## src/hw/rtl/ftaz_pkg.sv

```systemverilog
package ftaz_pkg;

  localparam int AXIS_COUNT     = 6;
  localparam int AXIS_W         = 32;
  localparam int SCOUNT_W       = 16;
  localparam int TOL_W          = 31;
  localparam int THR_W          = 16;
  localparam int STABLE_W       = 17;
  localparam int ATTEMPT_W      = 18;
  localparam int CFG_IDX_W      = 2;
  localparam int CFG_DATA_W     = 31;
  localparam int ATTEMPT_MARGIN = 100;

  // configuration register indexes
  typedef enum logic [CFG_IDX_W-1:0] {
    REG_SAMPLE_COUNT     = 2'd0,
    REG_STABLE_TOLERANCE = 2'd1,
    REG_ZERO_THRESHOLD   = 2'd2
  } cfg_reg_t;

  typedef logic signed [AXIS_W-1:0] axis_t;
  typedef axis_t [AXIS_COUNT-1:0] axes_t;

  // per-lane findings toward the merge stage
  typedef struct packed {
    logic nonzero;
    logic far;
  } lane_stat_t;

  // merge stage commands toward the lanes
  typedef struct packed {
    logic upd_prev;
    logic cap_bias;
  } lane_ctl_t;

endpackage

```

## src/hw/rtl/ftaz_if.sv

```systemverilog
interface ftaz_sample_if;
  import ftaz_pkg::*;
  logic  valid;
  logic  ready;
  axis_t force_x;
  axis_t force_y;
  axis_t force_z;
  axis_t torque_x;
  axis_t torque_y;
  axis_t torque_z;

  modport source (output valid, force_x, force_y, force_z, torque_x, torque_y, torque_z,
                  input ready);
  modport sink (input valid, force_x, force_y, force_z, torque_x, torque_y, torque_z,
                output ready);
endinterface

interface ftaz_result_if;
  import ftaz_pkg::*;
  logic  valid;
  logic  ready;
  axis_t out_force_x;
  axis_t out_force_y;
  axis_t out_force_z;
  axis_t out_torque_x;
  axis_t out_torque_y;
  axis_t out_torque_z;
  logic  bias_ready;
  logic  calib_error;

  modport source (output valid, out_force_x, out_force_y, out_force_z, out_torque_x,
                  out_torque_y, out_torque_z, bias_ready, calib_error, input ready);
  modport sink (input valid, out_force_x, out_force_y, out_force_z, out_torque_x,
                out_torque_y, out_torque_z, bias_ready, calib_error, output ready);
endinterface

interface ftaz_cfg_if;
  import ftaz_pkg::*;
  logic                  valid;
  logic                  ready;
  logic [CFG_IDX_W-1:0]  index;
  logic [CFG_DATA_W-1:0] data;

  modport source (output valid, index, data, input ready);
  modport sink (input valid, index, data, output ready);
endinterface

```

## src/hw/rtl/ft_auto_zero_stability_bias.sv

```systemverilog
// an accepted sample's result is in the output register from the next cycle on
// throughput: one sample per cycle unless stalled; six lanes and merge are combinational
// a new sample is taken whenever the output register is empty or being drained
// reset (rst, synchronous): bias and previous sample cleared, counters and flags cleared,
// configuration registers cleared (calibration disabled), output register empty
module ft_auto_zero_stability_bias import ftaz_pkg::*; (
  input logic           clk,
  input logic           rst,
  ftaz_sample_if.sink   sample,
  ftaz_result_if.source result,
  ftaz_cfg_if.sink      cfg
);

  logic [SCOUNT_W-1:0] sample_count;
  logic [TOL_W-1:0]    stable_tolerance;
  logic [THR_W-1:0]    zero_threshold;

  axes_t                       raw;
  axes_t                       corr;
  axes_t                       out_axes;
  lane_stat_t [AXIS_COUNT-1:0] stat;
  lane_ctl_t                   ctl;
  logic                        fire;
  logic                        done_next;
  logic                        err_next;
  logic                        out_valid;
  logic                        out_done;
  logic                        out_err;

  // configuration writes
  assign cfg.ready = 1'b1;

  always_ff @(posedge clk) begin
    if (rst) begin
      sample_count     <= '0;
      stable_tolerance <= '0;
      zero_threshold   <= '0;
    end else if (cfg.valid) begin
      case (cfg.index)
        REG_SAMPLE_COUNT:     sample_count     <= cfg.data[SCOUNT_W-1:0];
        REG_STABLE_TOLERANCE: stable_tolerance <= cfg.data[TOL_W-1:0];
        REG_ZERO_THRESHOLD:   zero_threshold   <= cfg.data[THR_W-1:0];
        default: ;
      endcase
    end
  end

  // input transaction
  assign sample.ready = !out_valid || result.ready;
  assign fire         = sample.valid && sample.ready;

  assign raw[0] = sample.force_x;
  assign raw[1] = sample.force_y;
  assign raw[2] = sample.force_z;
  assign raw[3] = sample.torque_x;
  assign raw[4] = sample.torque_y;
  assign raw[5] = sample.torque_z;

  // axis lanes
  for (genvar g = 0; g < AXIS_COUNT; g++) begin : g_lane
    ftaz_lane u_lane (
      .clk       (clk),
      .rst       (rst),
      .raw       (raw[g]),
      .tolerance (stable_tolerance),
      .threshold (zero_threshold),
      .ctl       (ctl),
      .corr      (corr[g]),
      .stat      (stat[g])
    );
  end

  // counters and flags
  ftaz_merge u_merge (
    .clk          (clk),
    .rst          (rst),
    .fire         (fire),
    .sample_count (sample_count),
    .stat         (stat),
    .ctl          (ctl),
    .done_next    (done_next),
    .err_next     (err_next)
  );

  // output register
  always_ff @(posedge clk) begin
    if (rst) begin
      out_valid <= 1'b0;
    end else if (fire) begin
      out_valid <= 1'b1;
    end else if (result.ready) begin
      out_valid <= 1'b0;
    end
  end

  always_ff @(posedge clk) begin
    if (fire) begin
      out_axes <= corr;
      out_done <= done_next;
      out_err  <= err_next;
    end
  end

  assign result.valid        = out_valid;
  assign result.out_force_x  = out_axes[0];
  assign result.out_force_y  = out_axes[1];
  assign result.out_force_z  = out_axes[2];
  assign result.out_torque_x = out_axes[3];
  assign result.out_torque_y = out_axes[4];
  assign result.out_torque_z = out_axes[5];
  assign result.bias_ready   = out_done;
  assign result.calib_error  = out_err;

endmodule

```

## src/hw/rtl/ftaz_lane.sv

```systemverilog
module ftaz_lane import ftaz_pkg::*; (
  input  logic             clk,
  input  logic             rst,
  input  axis_t            raw,
  input  logic [TOL_W-1:0] tolerance,
  input  logic [THR_W-1:0] threshold,
  input  lane_ctl_t        ctl,
  output axis_t            corr,
  output lane_stat_t       stat
);

  axis_t bias;
  axis_t prev;

  logic [AXIS_W:0]   diff;
  logic [AXIS_W-1:0] corr_mag;
  logic [AXIS_W:0]   delta;
  logic [AXIS_W:0]   delta_mag;

  // bias subtraction with saturation to 32 bits
  always_comb begin
    diff = {raw[AXIS_W-1], raw} - {bias[AXIS_W-1], bias};
    if (diff[AXIS_W] != diff[AXIS_W-1]) begin
      corr = diff[AXIS_W] ? {1'b1, {(AXIS_W-1){1'b0}}} : {1'b0, {(AXIS_W-1){1'b1}}};
    end else begin
      corr = diff[AXIS_W-1:0];
    end
  end

  // magnitude and step size checks
  always_comb begin
    corr_mag  = corr[AXIS_W-1] ? (~corr + 1'b1) : corr;
    delta     = {corr[AXIS_W-1], corr} - {prev[AXIS_W-1], prev};
    delta_mag = delta[AXIS_W] ? (~delta + 1'b1) : delta;
    stat.nonzero = corr_mag > {{(AXIS_W-THR_W){1'b0}}, threshold};
    stat.far     = delta_mag > {{(AXIS_W+1-TOL_W){1'b0}}, tolerance};
  end

  // per-axis state
  always_ff @(posedge clk) begin
    if (rst) begin
      bias <= '0;
      prev <= '0;
    end else begin
      if (ctl.upd_prev) prev <= corr;
      if (ctl.cap_bias) bias <= corr;
    end
  end

endmodule

```

## src/hw/rtl/ftaz_merge.sv

```systemverilog
module ftaz_merge import ftaz_pkg::*; (
  input  logic                          clk,
  input  logic                          rst,
  input  logic                          fire,
  input  logic [SCOUNT_W-1:0]           sample_count,
  input  lane_stat_t [AXIS_COUNT-1:0]   stat,
  output lane_ctl_t                     ctl,
  output logic                          done_next,
  output logic                          err_next
);

  logic [STABLE_W-1:0]  stable_count;
  logic [STABLE_W-1:0]  stable_count_next;
  logic [ATTEMPT_W-1:0] attempt_count;
  logic [ATTEMPT_W-1:0] attempt_count_next;
  logic                 done;
  logic                 err;

  logic                 active;
  logic                 any_nonzero;
  logic                 any_far;
  logic [ATTEMPT_W-1:0] attempt_limit;
  logic                 over;

  // combine lane findings and decide the calibration step
  always_comb begin
    any_nonzero = 1'b0;
    any_far     = 1'b0;
    for (int i = 0; i < AXIS_COUNT; i++) begin
      any_nonzero = any_nonzero | stat[i].nonzero;
      any_far     = any_far | stat[i].far;
    end
    active        = (sample_count != '0) && !done && !err;
    attempt_limit = ATTEMPT_W'(sample_count) + ATTEMPT_W'(ATTEMPT_MARGIN);
    over          = attempt_count > attempt_limit;

    stable_count_next  = stable_count;
    attempt_count_next = attempt_count;
    done_next          = done;
    err_next           = err;
    ctl                = '0;
    if (active) begin
      if (any_nonzero && !any_far) begin
        if (stable_count != '1) stable_count_next = stable_count + 1'b1;
      end else begin
        stable_count_next = '0;
      end
      ctl.upd_prev = fire;
      if (over) begin
        err_next = 1'b1;
      end else begin
        if (stable_count_next >= STABLE_W'(sample_count)) begin
          ctl.cap_bias = fire;
          done_next    = 1'b1;
        end
        if (attempt_count != '1) attempt_count_next = attempt_count + 1'b1;
      end
    end
  end

  // calibration state
  always_ff @(posedge clk) begin
    if (rst) begin
      stable_count  <= '0;
      attempt_count <= '0;
      done          <= 1'b0;
      err           <= 1'b0;
    end else if (fire) begin
      stable_count  <= stable_count_next;
      attempt_count <= attempt_count_next;
      done          <= done_next;
      err           <= err_next;
    end
  end

endmodule
```

## src/flat_wrapper.sv

```systemverilog
// flat-port wrapper written by rule: the top's interface ports become plain ports
module ft_auto_zero_stability_bias_flat import ftaz_pkg::*;
  (clk, rst, sample_valid, sample_force_x, sample_force_y, sample_force_z, sample_torque_x, sample_torque_y, sample_torque_z, sample_ready, result_valid, result_out_force_x, result_out_force_y, result_out_force_z, result_out_torque_x, result_out_torque_y, result_out_torque_z, result_bias_ready, result_calib_error, result_ready, cfg_valid, cfg_index, cfg_data, cfg_ready);
  ftaz_sample_if sample_i ();
  ftaz_result_if result_i ();
  ftaz_cfg_if cfg_i ();
  input logic clk;
  input logic rst;
  input wire logic [$bits(sample_i.valid)-1:0] sample_valid;
  input wire logic [$bits(sample_i.force_x)-1:0] sample_force_x;
  input wire logic [$bits(sample_i.force_y)-1:0] sample_force_y;
  input wire logic [$bits(sample_i.force_z)-1:0] sample_force_z;
  input wire logic [$bits(sample_i.torque_x)-1:0] sample_torque_x;
  input wire logic [$bits(sample_i.torque_y)-1:0] sample_torque_y;
  input wire logic [$bits(sample_i.torque_z)-1:0] sample_torque_z;
  output wire logic [$bits(sample_i.ready)-1:0] sample_ready;
  output wire logic [$bits(result_i.valid)-1:0] result_valid;
  output wire logic [$bits(result_i.out_force_x)-1:0] result_out_force_x;
  output wire logic [$bits(result_i.out_force_y)-1:0] result_out_force_y;
  output wire logic [$bits(result_i.out_force_z)-1:0] result_out_force_z;
  output wire logic [$bits(result_i.out_torque_x)-1:0] result_out_torque_x;
  output wire logic [$bits(result_i.out_torque_y)-1:0] result_out_torque_y;
  output wire logic [$bits(result_i.out_torque_z)-1:0] result_out_torque_z;
  output wire logic [$bits(result_i.bias_ready)-1:0] result_bias_ready;
  output wire logic [$bits(result_i.calib_error)-1:0] result_calib_error;
  input wire logic [$bits(result_i.ready)-1:0] result_ready;
  input wire logic [$bits(cfg_i.valid)-1:0] cfg_valid;
  input wire logic [$bits(cfg_i.index)-1:0] cfg_index;
  input wire logic [$bits(cfg_i.data)-1:0] cfg_data;
  output wire logic [$bits(cfg_i.ready)-1:0] cfg_ready;
  assign sample_i.valid = sample_valid;
  assign sample_i.force_x = sample_force_x;
  assign sample_i.force_y = sample_force_y;
  assign sample_i.force_z = sample_force_z;
  assign sample_i.torque_x = sample_torque_x;
  assign sample_i.torque_y = sample_torque_y;
  assign sample_i.torque_z = sample_torque_z;
  assign sample_ready = sample_i.ready;
  assign result_valid = result_i.valid;
  assign result_out_force_x = result_i.out_force_x;
  assign result_out_force_y = result_i.out_force_y;
  assign result_out_force_z = result_i.out_force_z;
  assign result_out_torque_x = result_i.out_torque_x;
  assign result_out_torque_y = result_i.out_torque_y;
  assign result_out_torque_z = result_i.out_torque_z;
  assign result_bias_ready = result_i.bias_ready;
  assign result_calib_error = result_i.calib_error;
  assign result_i.ready = result_ready;
  assign cfg_i.valid = cfg_valid;
  assign cfg_i.index = cfg_index;
  assign cfg_i.data = cfg_data;
  assign cfg_ready = cfg_i.ready;
  ft_auto_zero_stability_bias u_core (.clk(clk), .rst(rst), .sample(sample_i), .result(result_i), .cfg(cfg_i));
endmodule
```

## config.mk

```make
export PLATFORM = sky130hd
export DESIGN_NAME = ft_auto_zero_stability_bias_flat
export DESIGN_NICKNAME = d
export VERILOG_FILES = /design/src/hw/rtl/ftaz_pkg.sv /design/src/hw/rtl/ftaz_if.sv /design/src/hw/rtl/ft_auto_zero_stability_bias.sv /design/src/hw/rtl/ftaz_lane.sv /design/src/hw/rtl/ftaz_merge.sv /design/src/flat_wrapper.sv
export SDC_FILE = /design/constraint.sdc
export NUM_CORES = 2
export LEC_CHECK = 0
export BUFFER_PORTS_ARGS = -buffer_cell sky130_fd_sc_hd__buf_2
export CORE_MARGIN = 2
export CORE_UTILIZATION = 50
export DETAILED_ROUTE_END_ITERATION = 7
export PLACE_DENSITY_LB_ADDON = 0.12
export SLEW_MARGIN = 30
export SYNTH_ARGS = -nofsm -noshare
export SYNTH_HDL_FRONTEND = slang
export SYNTH_SLANG_ARGS = --single-unit
```

## constraint.sdc

```tcl
create_clock -name clk -period 15.8 [get_ports clk]
set_input_delay 2.37 -clock clk [delete_from_list [all_inputs] [get_ports clk]]
set_output_delay 2.37 -clock clk [all_outputs]
set_load 0.005 [all_outputs]
```

Yosys cells after proc, flatten, opt, wreduce, memory -nomap -nowiden
Index checks and enable logic that the tools add are counted.
- add/subtract/negate cells: 27
- eq/ne operators: 10
- muxes and demuxes: 37
- order comparisons: 14
- bitwise gates (word level): 23
- reductions and logical operators: 17
- operators with widths (cell ; number):
    two-way mux 32 bit ; 18
    subtractor 32 x 32 -> 33 bit ; 12
    adder 33 x 1 -> 33 bit, second input constant ; 6
    > comparator 33 x 31 -> 1 bit ; 6
    two-way mux 33 bit ; 6
    NOT 33 bit ; 6
    adder 32 x 1 -> 32 bit, second input constant ; 6
    > comparator 32 x 16 -> 1 bit ; 6
    NOT 32 bit ; 6
    two-way mux 17 bit ; 3
    adder 18 x 1 -> 18 bit, second input constant ; 1
    > comparator 18 x 17 -> 1 bit ; 1
    != test 18 bit, second input constant ; 1
    adder 16 x 7 -> 17 bit, second input constant ; 1
    adder 17 x 1 -> 17 bit, second input constant ; 1
    greater-or-equal comparator 17 x 16 -> 1 bit ; 1
    != test 17 bit, second input constant ; 1
    nonzero test 16 bit ; 1
    OR 1 bit ; 10
    two-way mux 1 bit ; 9
    AND reduction 2 bit ; 4
    != test 1 bit ; 6
    logical AND 1 bit ; 4
    zero test 1 bit ; 4
    8 further kinds ; 8
- output and inout bits: 197
- word-level logic and storage cells: 156
- bits in registers: 679
- input port bits: 230

Depth between registers and ports, before layout
- depth in word-level cells: 21
- gate-level depth with buffers: 76

Cells and area by module
From an unflattened synthesis, not the netlist that was laid out.
- cells, all modules: 8964
- area, all modules: 69985.9 um^2
- modules (own cells, without submodules) (module ; cells an instance ; sequential area each (um^2) ; area an instance (um^2) ; instances):
    ftaz_lane at u_core.g_lane[0].u_lane ... ; 1349 ; 1281.2 ; 9743.1 ; 4
    ftaz_lane at u_core.g_lane[1].u_lane ; 1362 ; 1281.2 ; 9694.3 ; 1
    ftaz_lane at u_core.g_lane[2].u_lane ; 1339 ; 1281.2 ; 9545.4 ; 1
    ft_auto_zero_stability_bias ; 442 ; 7106.8 ; 8496.9 ; 1
    ftaz_merge ; 425 ; 740.7 ; 3276.9 ; 1

Worst setup path before layout
OpenSTA, ideal clock, no wires.
- path kind: input to register
- start point: input port sample_force_z[3]
- end point: register u_core.g_lane[4].u_lane.bias[3]
- data arrival time: 15033 ps
- path slack: 639 ps
- path buffers: 11
- stages on the path: 69
- cell sequence: ha_1 buf_2 a21o_1 a21o_1 o21ai_2 nand3_1 a21oi_1 o21a_1 nor2b_1 o21ai_0 nand2b_1 xnor2_1 ha_1 buf_1 clkbuf_1 buf_1 buf_1 clkbuf_1 [... 33 more ...] o21a_1 o21ai_0 nand2b_1 a21oi_1 nor2b_1 o21ai_0 nand2b_1 a21oi_1 o21ai_0 a21o_1 a21o_1 a211oi_1 a21boi_1 buf_6 buf_6 buf_4 mux2i_1 nor2_1
- RTL lines (item ; RTL line ; source):
    start: declaration ; flat_wrapper.sv:12 ; input wire logic [$bits(sample_i.force_z)-1:0] sample_force_z;
    end signal: assignment ; ftaz_lane.sv:46 ; if (ctl.cap_bias) bias <= corr;
    end: declaration ; ftaz_lane.sv:12 ; axis_t bias;

==> flow_summary_export.csv <==
group,metric,value,unit
status,status,"finished, final reports clean",
sta,finalSetupViolCount,0,
die,initial_core_util,50.4,%
cells_and_area,fin_cells,11100,
sta,slew_viol_final,0,
logic_synthesis,synth-edff-count,194,
logic_synthesis,ys_types,115,
clock_tree,clkSlewWorstSetupHoldPaths,0.06,ns
routing,viasPerCell,6.36,
logic_synthesis,synthArstFlopShare,0,%
worst_setup_path,cp.required,16.42,ns
placed_design,dp_slack,-0.237,ns
placed_design,port_buffers,425,
die,design.die.area,138000,sq um
routing,ant_nets,0,
sta,worst_slack,0.781,ns
routing,drc,0,
worst_setup_path,path_common_cell,"o21ai_0",
clock_tree,cts_tree,"yes",
placed_design,place_area,72800,sq um
routing,totalWireLength,280,mm
clock_tree,clockBufferDepth,3,
cells_and_area,area_growth,12.8,%
placed_design,place_inst,10900,
die,die_w,371,um
die,die_y,371,um
logic_synthesis,synthesis.nets,9739,
worst_setup_path,slowest_stage,"a2111oi_0",
logic_synthesis,synth-seq-cells,679,
flow_run,maxCapViolations,0,
logic_synthesis,syn_area,67500,sq um
cells_and_area,fin_nets,10200,
worst_setup_path,critical_path_buf_inv_count,10,
sta,fmax,0.0666,GHz
global_routing,grt_max_degree,123,
global_routing,grt_pass1_wl,409,mm
die,core_area,134000,sq um
logic_synthesis,seq_area_frac_synth,23.0,%
cells_and_area,drive_gt1_share,12.7,%
routing,dr_total_vias,70300,
worst_setup_path,setup.worst_path.class,"primary input to flop",
clock_tree,hold_buffers,0,
routing,wl_per_cell,25.3,um
routing,drt_first_iter_violations,7036,
worst_setup_path,cp.depth,69,
sta,hold_violations,0,
global_routing,grt_usage,39.0,%
cells_and_area,fillers,12800,
worst_setup_path,cp.arrival,15.64,ns
cells_and_area,multi_input_area,48200,sq um
clock_tree,cts_root_buffer,"clkbuf_16",
worst_setup_path,slowest_delay,0.49,ns
clock_tree,numCtsBuffers,86,
clock_tree,cts.sinks,679,
routing,first_pass_iters,8,
worst_setup_path,rr_worst_depth,69,
global_routing,grt_pass1_vias,65700,
die,fp-row-count,134,
sta,tightest_slew,1.22,ns
worst_setup_path,critical_path.startpoint_type,"primary input",
sta,clock_skew,0.0371,ns
placed_design,gp_congestion,1.04,
sta,maxSlewHeadroom,18.1,%
clock_tree,cts-htree-levels,3,
logic_synthesis,yosysWarnings,0,
min_path,hold_class,"flop to flop",
cells_and_area,seqCellArea,15500,sq um
worst_setup_path,critical-path-top-delay-family,"compound AO/OA/AOI/OAI gates",
logic_synthesis,synthFlopType,"dfxtp_1",
clock_tree,clkLatencyLatePin,0.75,ns
sta,min_period,15.02,ns
cells_and_area,final_area,76100,sq um
worst_setup_path,critPathMaxFanout,27,
worst_setup_path,worst_setup_path_end_kind,"flop",
logic_synthesis,syn_inst,8772,
global_routing,antenna_found_initial,28,
die,io_pins,427,
global_routing,grt.overflow.total,0,
sta,min_period_over_period,95.1,%
min_path,hold_depth,2,
placed_design,hpwl,220,mm
clock_tree,cts_setup_buffers,0,
logic_synthesis,syn_avg_cell_area,7.69,sq um
## registers in the layout (all words and copies together), names as in the netlist
name	flops
u_core.g_lane.u_lane.bias	192
u_core.g_lane.u_lane.prev	192
u_core.result.bias_ready	1
u_core.result.calib_error	1
u_core.result.out_force_x	32
u_core.result.out_force_y	32
u_core.result.out_force_z	32
u_core.result.out_torque_x	32
u_core.result.out_torque_y	32
u_core.result.out_torque_z	32
u_core.result.valid	1
u_core.sample_count	16
u_core.stable_tolerance	31
u_core.u_merge.attempt_count	18
u_core.u_merge.done	1
u_core.u_merge.err	1
u_core.u_merge.stable_count	17
u_core.zero_threshold	16
## Yosys cell counts, drive strengths merged, types with 70 or more instances
master / n / area share [%]
dfxtp: 485 / 14
edfxtp: 194 / 8.6
nor3: 184 / 1.4
nor4: 86 / 0.85
o21ai: 439 / 3.3
buf: 84 / 0.72
nand4: 182 / 1.7
o31ai: 70 / 0.78
xnor2: 334 / 4.3
clkbuf: 329 / 1.8
nand2b: 91 / 0.84
o211ai: 88 / 0.99
mux2i: 137 / 2.0
xor2: 207 / 2.7
and2: 96 / 0.89
nor2b: 107 / 0.99
a31oi: 91 / 0.84
nand3: 180 / 1.3
a21o: 246 / 2.7
ha: 725 / 13
inv: 650 / 3.6
nor2: 884 / 4.9
a21oi: 718 / 5.4
a211oi: 303 / 3.9
o21a: 126 / 1.4
nand2: 829 / 4.6
## what timing repair did
item / in CTS / in global routing
hold endpoints to repair: 0 / 0
resized for setup: 0 / 65
setup endpoints to repair: 0 / 194
## cell families after synthesis
group	count (synthesis)	synth area share, %
compound gates	2605	26.3
xor+xnor	541	7.02
fa+ha+maj	737	13.8
buf+inv	1065	6.18
flops	679	23.0
mux	155	2.33
other cells	1	0.00556
simple gates	2989	21.4
## area by class of cell
type	instances	area share, %
Tap cell	1768	2.91
Inverter	652	3.21
Multi-Input combinational cell	7028	63.3
Clock inverter	56	0.813
Antenna cell	15	0.0493
Sequential cell	679	20.4
Clock buffer	106	3.03
Timing Repair Buffer	754	6.29
## worst min-delay path: stages (launching register included)
cell	delay, ns
dfxtp_1	0.31
nand2_1	0.05
a21oi_1	0.05
## per-layer routing
metal | up-vias | track usage [%] | part of all wire [%]
li1 | 32800 | - | -
met1 | 33600 | 49.1 | 41
met2 | 3207 | 61.5 | 44
met3 | 729 | 8.51 | 9.0
met4 | 14 | 21.8 | 6.3
met5 | - | 0 | 0.034
## cells in the final DEF (no fill, tap or decap), types with 76 or more instances in the layout
master and count:
nor3_1 176, ha_1 724, o21ai_0 395, o211ai_1 86, inv_1 640, nand2b_1 91, nor4_1 76, and2_1 88
nand3_1 179, nand4_1 182, a211oi_1 234, a21o_1 246, a31oi_1 86, a21oi_1 705, edfxtp_1 194, mux2i_1 137
xor2_1 207, o21a_1 125, buf_4 313, buf_2 424, dfxtp_1 485, xnor2_1 334, nor2b_1 106, nand2_1 828
nor2_1 877, clkbuf_16 88
## final timing paths
check | startpoint | to | slack, ns
worst min-delay path | u_core.g_lane[0].u_lane.prev[26]$_SDFFE_PP0P_ | u_core.g_lane[0].u_lane.prev[26]$_SDFFE_PP0P_ | 0.46
worst max register to register | u_core.g_lane[2].u_lane.bias[9]$_SDFFE_PP0P_ | u_core.g_lane[2].u_lane.bias[12]$_SDFFE_PP0P_ | 2.13
worst min register to register | u_core.g_lane[0].u_lane.prev[26]$_SDFFE_PP0P_ | u_core.g_lane[0].u_lane.prev[26]$_SDFFE_PP0P_ | 0.46
worst max-delay path | sample_force_z[3] | u_core.g_lane[2].u_lane.bias[12]$_SDFFE_PP0P_ | 0.78
## stage by stage
stage	hold slack (ns)	util, %	setup TNS [ns]
floorplan	0.434	-	0
finish	0.455	56.9	0
detailed placement	0.447	54.4	-25.76
global route	0.470	56.9	-0.0168
CTS	0.455	56.6	0
global placement	0.441	54.4	-0.516
Power is left out: the tool's default activity adds up to more than one toggle a clock period on the data nets, which glitch-free logic cannot reach.
